===== config.mk =====
export PLATFORM = sky130hd
export DESIGN_NAME = gbcs_ram
export DESIGN_NICKNAME = d
export VERILOG_FILES = /design/src/rtl/core/grid_bucket_counting_sort_assert.svh /design/src/rtl/core/gbcs_ram.sv
export SDC_FILE = /design/constraint.sdc
export NUM_CORES = 1
export LEC_CHECK = 0
export BUFFER_PORTS_ARGS = -buffer_cell sky130_fd_sc_hd__buf_2
export CORE_MARGIN = 5
export CORE_UTILIZATION = 55
export DETAILED_ROUTE_END_ITERATION = 12
export PLACE_DENSITY = 0.75
export SYNTH_ARGS = -nofsm -noshare
export SYNTH_HDL_FRONTEND = slang
export SYNTH_SLANG_ARGS = --single-unit

===== constraint.sdc =====
create_clock -name clk -period 3.2 [get_ports clk]
set_clock_uncertainty 0.15 [all_clocks]
set_input_delay 0.96 -clock clk [delete_from_list [all_inputs] [get_ports clk]]
set_output_delay 0.96 -clock clk [all_outputs]
set_load 0.02 [all_outputs]

===== src/rtl/core/grid_bucket_counting_sort_assert.svh =====
// Assertion macros shared by the grid bucket counting sort RTL.
`ifndef GRID_BUCKET_COUNTING_SORT_ASSERT_SVH
`define GRID_BUCKET_COUNTING_SORT_ASSERT_SVH

// Same-cycle implication, checked outside reset.
`define GBCS_ASSERT_NOW(label, clk, rst_n, ante, cons, msg) \
  label: assert property (@(posedge clk) disable iff (!rst_n) (ante) |-> (cons)) \
    else $error(msg);

// Next-cycle implication, checked outside reset.
`define GBCS_ASSERT_NEXT(label, clk, rst_n, ante, cons, msg) \
  label: assert property (@(posedge clk) disable iff (!rst_n) (ante) |=> (cons)) \
    else $error(msg);

`endif


===== src/rtl/core/gbcs_ram.sv =====
// Generic simple dual-port RAM with one write port and a registered read port.
module gbcs_ram #(
  parameter int WIDTH = 8,
  parameter int DEPTH = 16
) (
  input  logic                     clk,
  input  logic                     we,
  input  logic [$clog2(DEPTH)-1:0] waddr,
  input  logic [WIDTH-1:0]         wdata,
  input  logic [$clog2(DEPTH)-1:0] raddr,
  output logic [WIDTH-1:0]         rdata
);

  logic [WIDTH-1:0] mem [DEPTH];

  always_ff @(posedge clk) begin
    if (we) begin
      mem[waddr] <= wdata;
    end
    rdata <= mem[raddr];
  end

endmodule


; ---- Yosys cells after proc, flatten, opt, wreduce, memory -nomap -nowiden
; Memory sizes are Yosys's and may differ from the RTL's. A register that Yosys moved wholly into a read port is not among the register bits.
; Cells that the tools add are included.
[word_totals]
regBits = 0
ram_bits = 128
out_inout_bits = 8
n_memories = 1
[mem_list]
columns = memory, depth, width, read_ports, rd_ports_with_merged_regs, write_ports, line_no
row1 = mem, 16, 8, 1, 1, 1, gbcs_ram.sv:14  ; logic [WIDTH-1:0] mem [DEPTH];
[op_classes]
muxes = 2
[op_table]
columns = cell, count
row1 = $mux W1, 2

; ---- Depth between registers and ports, before layout
; Gate-level depths: netlist of run 1.
[logic_depth]
depth_word = 2
mapped_depth = 5
depth_no_buf = 3

; ---- Worst setup path after synthesis of run 1
; Ideal clock, no wire load.
[synth_path]
path_kind = input port to flip-flop
from = input port waddr[2]
to = memory mem[0][0] (enable)
arrival_time_ns = 2.070
t_required_ns = 2.667
setup_slack_ns = 0.597
cell_stages = 2
path_cell_list = or3b_2 -> nor3_1
[synth_lines]
columns = element, line_no
row1 = start: declaration, gbcs_ram.sv:8  ; input logic [$clog2(DEPTH)-1:0] waddr,
row2 = end: declaration, gbcs_ram.sv:14
; Straight into the memory's write port.

; ---- Worst setup path in the final report of run 1
[layout_path]
from = register rdata[7] (read register of mem)
to = output port rdata[7]
[layout_lines]
columns = element, line_no
row1 = start: declaration, gbcs_ram.sv:11  ; output logic [WIDTH-1:0] rdata
; No word-level cell between the ends.

==> results.ini, run 1 <==
[run_status]
status=complete, no violations

[worst_setup_path]
reg_to_reg_critical_path_endpoint=rdata[1]
worst_path_dominant_cell_family=flip-flops
worstSetupEndpointType=primary output
worst_r2r_src=mem[2][1]
crit_type=reg -> out
critical_path_required_ns=2.09
cpPeakStageDelay_ns=0.35
critical_path.cell_chain=buf_2
startpoint_type=flop
maximum_net_fanout_on_the_critical_path=1
cell_at_the_slowest_stage_of_the_critical_path=sky130_fd_sc_hd__dfxtp_1
worstRegToRegCells=3
r2r_setup_slack_ns=1.67
worst-endpoint-arrival_ns=1.02
cp_num_buf_inv=1

[global_routing]
gr-usage-all-layers=0.187
grt_max_degree=21
grt_overflow=0
via_count_of_the_first_global_routing_pass=2640
grt_pass1_wl_um=15100
antenna_violations_before_repair=0

[clock_tree]
cts_root_buffer=sky130_fd_sc_hd__clkbuf_8
clock_tree_from_tritoncts=done
worstSkewPairLatency_ns=0.50
numClockSinks=136
post_cts_hold_buffer_count=0
cts_setup_buffers=0
cts-resized-gates=0
htree_depth=4
numCtsBuffers=17
clkTransAtPathRegs_ns=0.06
cts.path.max_buffers=2

[floorplanning]
coreArea_um2=9200
die_height_um=107
io_pins=26
fp.dieArea_um2=11400
initial_utilization=0.560
num_rows=35
dieWidth_um=107

[hold_path]
endpoint_with_the_worst_hold_slack=rdata[1]
hold-path-cell-count=3
hold_crit_start=mem[15][1]
worstHoldPathType=reg -> reg

[placement]
dp_hpwl_um=6170
port_buffers=25
final_weighted_congestion_in_routability_driven_placement=0.747
detailedPlace.worstSlack_ns=0.650

[power]
comb_power_share=0.048
part_of_the_total_power_dissipated_in_the_clock_network=0.456
vdd_ir_drop_max_mv=0.336
power.static_leakage_nw=2.08
cellInternalPower_mw=3.25
netsw_mw=0.797
cellPowerDensity_nw_per_um2=666
power.share.switching=0.197
p_seq_frac=0.495

[yosys]
ys_ff_latch=136
synthesis.yosys.warnings=0
synthCells=229
asyncSetResetFlopFracSynth=0
synth_top_flop_cell=sky130_fd_sc_hd__edfxtp_1
synth.most_common_cell=sky130_fd_sc_hd__edfxtp_1
post_synth.cell_area_avg_um2=22.5
synth_top_cell_area_share=0.747
synth.top_cells.by_count=sky130_fd_sc_hd__edfxtp_1 (128), sky130_fd_sc_hd__mux4_2 (18), sky130_fd_sc_hd__a22oi_1 (16)
syn-num-nets=247
post-synth-top-area-cell=sky130_fd_sc_hd__edfxtp_1
yosys-top-cells-area=sky130_fd_sc_hd__edfxtp_1 (75%), sky130_fd_sc_hd__mux4_2 (7.9%), sky130_fd_sc_hd__mux4_1 (7.1%)
synth.yosys.seq_area_share=0.778
syn_area_um2=5150
edff_count_synth=128
synthDistinctLibCells=19

[sta]
final_critical_path_setup_slack_ns=1.07
max_freq_mhz=468
timing.final.crit_share=0.667
finalSetupViolations=0
finalHoldViolations=0
min_period_ns=2.13
setup-tns-final_ns=0
maxSlewViolCount=0
maxSlewHeadroom=0.526
unrepaired_setup_endpoints_after_global_routing=no
tightestPinTransition_ns=0.708

[detailed_routing]
residual_antenna_violating_net_count_after_detailed_routing=0
route.detailed.vias_per_inst=5.97
remaining_routing_drc_violations=0
route.detailed.wl_per_inst_um=23.5
drt-pass1-iter-count=4
dr.first_iter.drc_count=151
vias=2418
detail_route.wirelength_um=9540

[run]
drv.max_cap_violation_count=0

[final_layout]
final_nets=299
syn_to_final_growth_pct=18.0
antenna_cells=0
drive_above_1_share=0.310

## final cells by class
class                           count  area, um^2
Fill cell                         589        3120
Sequential cell                   136        4000
Timing Repair Buffer               43         298
Tap cell                          111         139
Multi-Input combinational cell     83        1060
Clock buffer                       18         418
Clock inverter                     14         158
## worst max path at each step
stage,depth (start not counted),to,start,slack [ns]
final,1,rdata[7],rdata[7],1.07
after global routing,1,rdata[7],rdata[7],1.01
after CTS,1,rdata[7],rdata[7],1.02
after global placement,5,rdata[3],raddr[0],0.69
after detailed placement,5,rdata[1],raddr[0],0.65
after floorplan,2,mem[0][0],waddr[2],0.60
## worst min-delay path, delay by kind of cell, from the launching register on
family	cells	cell delay (ns)
AOI/OAI and AO/OA	1	0.06
DFF	1	0.31
muxes	1	0.22
and+or+nand+nor	1	0.05
## layout by cell type, fill, tap and decap left out, drive strengths merged, types with 2 or more instances in the layout
master and count:
clkbuf 18, dfxtp 8, nor2 13, buf 43, nor3 4, nand2b 2, a22oi 16, nand2 9
bufinv 3, clkinv 8, edfxtp 128, nand3b 2, mux4 32, clkinvlp 3
## stage by stage
| stage | instances | hold WS (ns) | total power [mW] | area [um^2] | util |
|---|---|---|---|---|---|
| 5_1_grt | 405 | 0.560 | 4.18 | 6070 | 0.660 |
| 3_5_place_dp | 373 | 0.512 | 2.24 | 5500 | 0.598 |
| 2_1_floorplan | 229 | 0.479 | 2.15 | 5150 | - |
| 6_report | 405 | 0.522 | 4.05 | 6070 | 0.660 |
| 4_1_cts | 405 | 0.526 | 4.08 | 6070 | 0.660 |
| 3_3_place_gp | 373 | 0.498 | 2.23 | 5500 | 0.598 |
## registers in the layout (all words and copies together) (netlist names)
signal and count:
mem 128, rdata 8
## cell families after synthesis
| family | after synthesis | synth area share |
|---|---|---|
| DFF | 136 | 0.778 |
| muxes | 32 | 0.150 |
| and+or+nand+nor | 35 | 0.0318 |
| buffers and inverters | 10 | 0.0168 |
| AOI/OAI and AO/OA | 16 | 0.0233 |
## power by group through the flow
stage | Sequential [mW] | Clock (mW) | Combinational, mW
2_1_floorplan | 2.05 | 0 | 0.101
3_3_place_gp | 2.04 | 0 | 0.191
3_5_place_dp | 2.04 | 0 | 0.197
4_1_cts | 2.00 | 1.88 | 0.199
5_1_grt | 2.01 | 1.96 | 0.213
6_report | 2.00 | 1.85 | 0.196
## per-layer routing
layer | track usage | vias up | part of all wire
met1 | 0.249 | 1232 | 0.40
li1 | - | 1078 | -
met5 | 0 | - | 0
met4 | 0.0758 | 0 | 0.013
met3 | 0.0452 | 9 | 0.072
met2 | 0.300 | 99 | 0.52
Power figures use the tool's default switching activity.
==> run 2, diff against run 1 <==
Settings changed: CORE_UTILIZATION 55 to 54, PLACE_DENSITY 0.75 to 0.76.
Clock period 3.2 ns to 1.85 ns, I/O delays scaled along.
==> results.ini, run 2 (synthesis gave the netlist of run 1 again) <==
[clock_tree]
clock_tree_from_tritoncts=done
worstSkewPairLatency_ns=0.52
numClockSinks=136
numCtsBuffers=17
cts.path.max_buffers=2
cts_root_buffer=sky130_fd_sc_hd__clkbuf_8
clkTransAtPathRegs_ns=0.06
cts-resized-gates=0
post_cts_hold_buffer_count=0
htree_depth=4
cts_setup_buffers=0

[final_layout]
fillers=595
max_ffs_per_register=128
antenna_cells=0
syn_to_final_growth_pct=23.1
most_used_cells_in_the_layout_excluding_fill_and_tap_cells=sky130_fd_sc_hd__edfxtp_1 (128), sky130_fd_sc_hd__buf_4 (26), sky130_fd_sc_hd__buf_2 (25), sky130_fd_sc_hd__mux4_2 (18)
reg.largest.list=mem (128), rdata (8)
top_register=mem
finish.utilization=0.682
area_used_by_sequential_logic_in_the_layout_um2=4000
layout_commonest_cell=sky130_fd_sc_hd__edfxtp_1
instances_no_fill=436
multi_input_comb_area_um2=1070
final_nets=312
drive_above_1_share=0.355

[sta]
maxSlewViolCount=0
final.hold.worst_slack_ns=0.277
timing.final.crit_share=0.940
finalSetupViolations=0
max_freq_mhz=575
final_critical_path_setup_slack_ns=0.111
tightestPinTransition_ns=0.720
unrepaired_setup_endpoints_after_global_routing=no
min_period_ns=1.74
maxSlewHeadroom=0.519
finalHoldViolations=0

[detailed_routing]
remaining_routing_drc_violations=0
detail_route.wirelength_um=9570
residual_antenna_violating_net_count_after_detailed_routing=0
route.detailed.wl_per_inst_um=22.0
drt-pass1-iter-count=4
route.detailed.vias_per_inst=5.73
dr.first_iter.drc_count=175
vias=2500

[worst_setup_path]
cell_at_the_slowest_stage_of_the_critical_path=sky130_fd_sc_hd__dfxtp_1
crit_type=reg -> out
worstSetupEndpointType=primary output
maximum_net_fanout_on_the_critical_path=1
startpoint_type=flop
cp_num_buf_inv=1
cpPeakStageDelay_ns=0.35
critical_path_required_ns=1.14
worst-endpoint-arrival_ns=1.03
critical_path.cell_chain=buf_2
worst_path_dominant_cell_family=flip-flops

[global_routing]
antenna_violations_before_repair=0
via_count_of_the_first_global_routing_pass=2637
grt_max_degree=18
grt_pass1_wl_um=15000
grt_overflow=0
gr-usage-all-layers=0.186

[power]
vdd_ir_drop_max_mv=0.530
report.power.total_mw=7.61
cellPowerDensity_nw_per_um2=1200
power.static_leakage_nw=2.21

[floorplanning]
fp.dieArea_um2=11600
initial_utilization=0.554
dieWidth_um=108
die_height_um=108
io_pins=26
num_rows=35
coreArea_um2=9280

[hold_path]
worstHoldPathType=in -> reg

[placement]
detailedPlace.worstSlack_ns=-0.222
final_weighted_congestion_in_routability_driven_placement=0.735
dp_hpwl_um=6220
placedCellCount=404
port_buffers=25

[run]
drv.max_cap_violation_count=0

[run_status]
status=complete, no violations

## run 2: changes by cell type in the layout (fill, tap and decap cells not counted), sizes merged
cell      previous run  this run
buf                 43        56
clkbuf              18        21
clkinvlp             3         1
bufinv               3         6
clkinv               8         4
## run 2: layout make-up
type,instances,share of cell area
Multi-Input combinational cell,83,0.169
Timing Repair Buffer,56,0.0664
Clock buffer,21,0.0725
Clock inverter,11,0.0346
Tap cell,129,0.0255
Sequential cell,136,0.632
## run 2: metal layers
metal	share of wire	up-vias	global-route usage	wire, um
met5	0	-	0	0
met4	0.022	0	0.0803	215
met3	0.057	15	0.0510	541
met2	0.51	94	0.298	4920
met1	0.41	1283	0.241	3900
li1	-	1108	-	-
## run 2: worst paths after layout
check / to / slack [ns] / cells past startpoint / startpoint
max reg2reg: rdata[4] / 0.34 / 3 / mem[9][4]
max: rdata[4] / 0.11 / 1 / rdata[4]
min reg2reg: rdata[1] / 0.52 / 3 / mem[12][1]
min: mem[0][3] / 0.28 / 1 / wdata[3]
## run 2: per-stage QoR
step / TNS, ns / instance area, um^2
final: 0 / 6340
after global routing: 0 / 6340
after CTS: 0 / 6340
after detailed placement: -6.48 / 5660
after global placement: -4.17 / 5660
after floorplan: -3.74 / 5160
## run 2: report_power, final
group          internal, mW  switching, mW
logic                 0.161          0.205
clock network          2.57           1.21
registers              3.45         0.0177
total                  6.18           1.43
==> run 3, diff against run 2 <==
Settings changed: CORE_MARGIN 5 to 2.
==> results.ini, run 3 (synthesis gave the netlist of run 1 again) <==
[global_routing]
via_count_of_the_first_global_routing_pass=2646
antenna_violations_before_repair=0
grt_overflow=0
grt_pass1_wl_um=15300
gr-usage-all-layers=0.217
grt_max_degree=23

[final_layout]
reg.largest.list=mem (128), rdata (8)
finish.utilization=0.682
top_register=mem
final_nets=318
most_used_cells_in_the_layout_excluding_fill_and_tap_cells=sky130_fd_sc_hd__edfxtp_1 (128), sky130_fd_sc_hd__buf_4 (34), sky130_fd_sc_hd__buf_2 (25), sky130_fd_sc_hd__mux4_2 (18)
final_design_area_no_fill_um2=6300
syn_to_final_growth_pct=22.4
drive_above_1_share=0.358
antenna_cells=0
fillers=564
max_ffs_per_register=128
layout_commonest_cell=sky130_fd_sc_hd__edfxtp_1

[placement]
postPlaceCellArea_um2=5680
dp_hpwl_um=6150
port_buffers=25
final_weighted_congestion_in_routability_driven_placement=0.737

[detailed_routing]
route.detailed.vias_per_inst=5.68
route.detailed.wl_per_inst_um=22.6
dr.first_iter.drc_count=206
vias=2511
remaining_routing_drc_violations=0
residual_antenna_violating_net_count_after_detailed_routing=0
detail_route.wirelength_um=9980
drt-pass1-iter-count=4

[run_status]
status=complete, no violations

[clock_tree]
cts_root_buffer=sky130_fd_sc_hd__clkbuf_8
numClockSinks=136
numCtsBuffers=17
clkTransAtPathRegs_ns=0.06
cts_setup_buffers=0
cts.path.max_buffers=2
post_cts_hold_buffer_count=0
cts-resized-gates=0
worstSkewPairLatency_ns=0.52
htree_depth=4
clock_tree_from_tritoncts=done

[floorplanning]
coreArea_um2=9240
die_height_um=102
num_rows=35
initial_utilization=0.557
fp.dieArea_um2=10300
dieWidth_um=102
io_pins=26

[worst_setup_path]
maximum_net_fanout_on_the_critical_path=1
reg_to_reg_critical_path_endpoint=rdata[1]
crit_type=reg -> out
cell_at_the_slowest_stage_of_the_critical_path=sky130_fd_sc_hd__dfxtp_1
startpoint_type=flop
worst_r2r_src=mem[0][1]
worstSetupEndpointType=primary output
r2r_setup_slack_ns=0.33
worstRegToRegCells=3
cpPeakStageDelay_ns=0.35
critical_path_required_ns=1.14
worst_path_dominant_cell_family=flip-flops
cp_num_buf_inv=1
worst-endpoint-arrival_ns=1.03
setup.worst_path.start=rdata[3]
critical_path.cell_chain=buf_2

[hold_path]
worstHoldPathType=in -> reg
hold_crit_start=wdata[3]
hold-path-cell-count=1
endpoint_with_the_worst_hold_slack=mem[6][3]

[sta]
maxSlewHeadroom=0.528
final.hold.worst_slack_ns=0.279
unrepaired_setup_endpoints_after_global_routing=no
finalSetupViolations=0
maxSlewViolCount=0
finalHoldViolations=0
max_freq_mhz=577
min_period_ns=1.73
timing.final.crit_share=0.936
tightestPinTransition_ns=0.706

[power]
vdd_ir_drop_max_mv=0.637
power.static_leakage_nw=2.20
cellPowerDensity_nw_per_um2=1160

[run]
drv.max_cap_violation_count=0

[run 3: where the power goes]
| part | switching (mW) | leakage, nW | internal [mW] |
|---|---|---|---|
| combinational | 0.206 | 0.680 | 0.159 |
| clock | 1.18 | 0.293 | 2.31 |
| sequential | 0.0222 | 1.22 | 3.45 |
[run 3: final cells by class]
cell class / count / area (um^2) / area share
Tap cell: 129 / 161 / 0.0256
Clock buffer: 19 / 422 / 0.0669
Clock inverter: 13 / 203 / 0.0322
Timing Repair Buffer: 62 / 440 / 0.0699
Sequential cell: 136 / 4000 / 0.635
Multi-Input combinational cell: 83 / 1070 / 0.170
[run 3: worst reg2reg max path, delay by kind of cell, from the launching register on]
kind	cells	cell delay [ns]
compound gates	1	0.29
simple gates	1	0.08
flops	1	0.38
mux	1	0.51
[run 3: worst max-delay path by stage]
stage	endpoint	slack [ns]	depth (start not counted)
2_1_floorplan	mem[3][0]	-0.12	2
3_3_place_gp	rdata[1]	-0.23	5
3_5_place_dp	rdata[1]	-0.27	5
4_1_cts	rdata[3]	0.09	1
5_1_grt	rdata[3]	0.06	1
6_report	rdata[3]	0.12	1
[run 3: metrics by stage]
stage | setup slack, ns | std cells | setup TNS, ns | power [mW]
CTS | 0.0943 | 442 | 0 | 7.38
global route | 0.0607 | 442 | 0 | 7.53
finish | 0.118 | 442 | 0 | 7.32
detailed placement | -0.269 | 410 | -5.43 | 3.90
global placement | -0.228 | 410 | -4.37 | 3.88
floorplan | -0.121 | 229 | -3.74 | 3.72
[run 3: metal layers]
metal,track usage,vias up,wire (um)
li1,-,1116,-
met1,0.283,1277,4070
met2,0.352,114,5160
met3,0.0676,4,676
met4,0.0717,0,71
met5,0,-,0
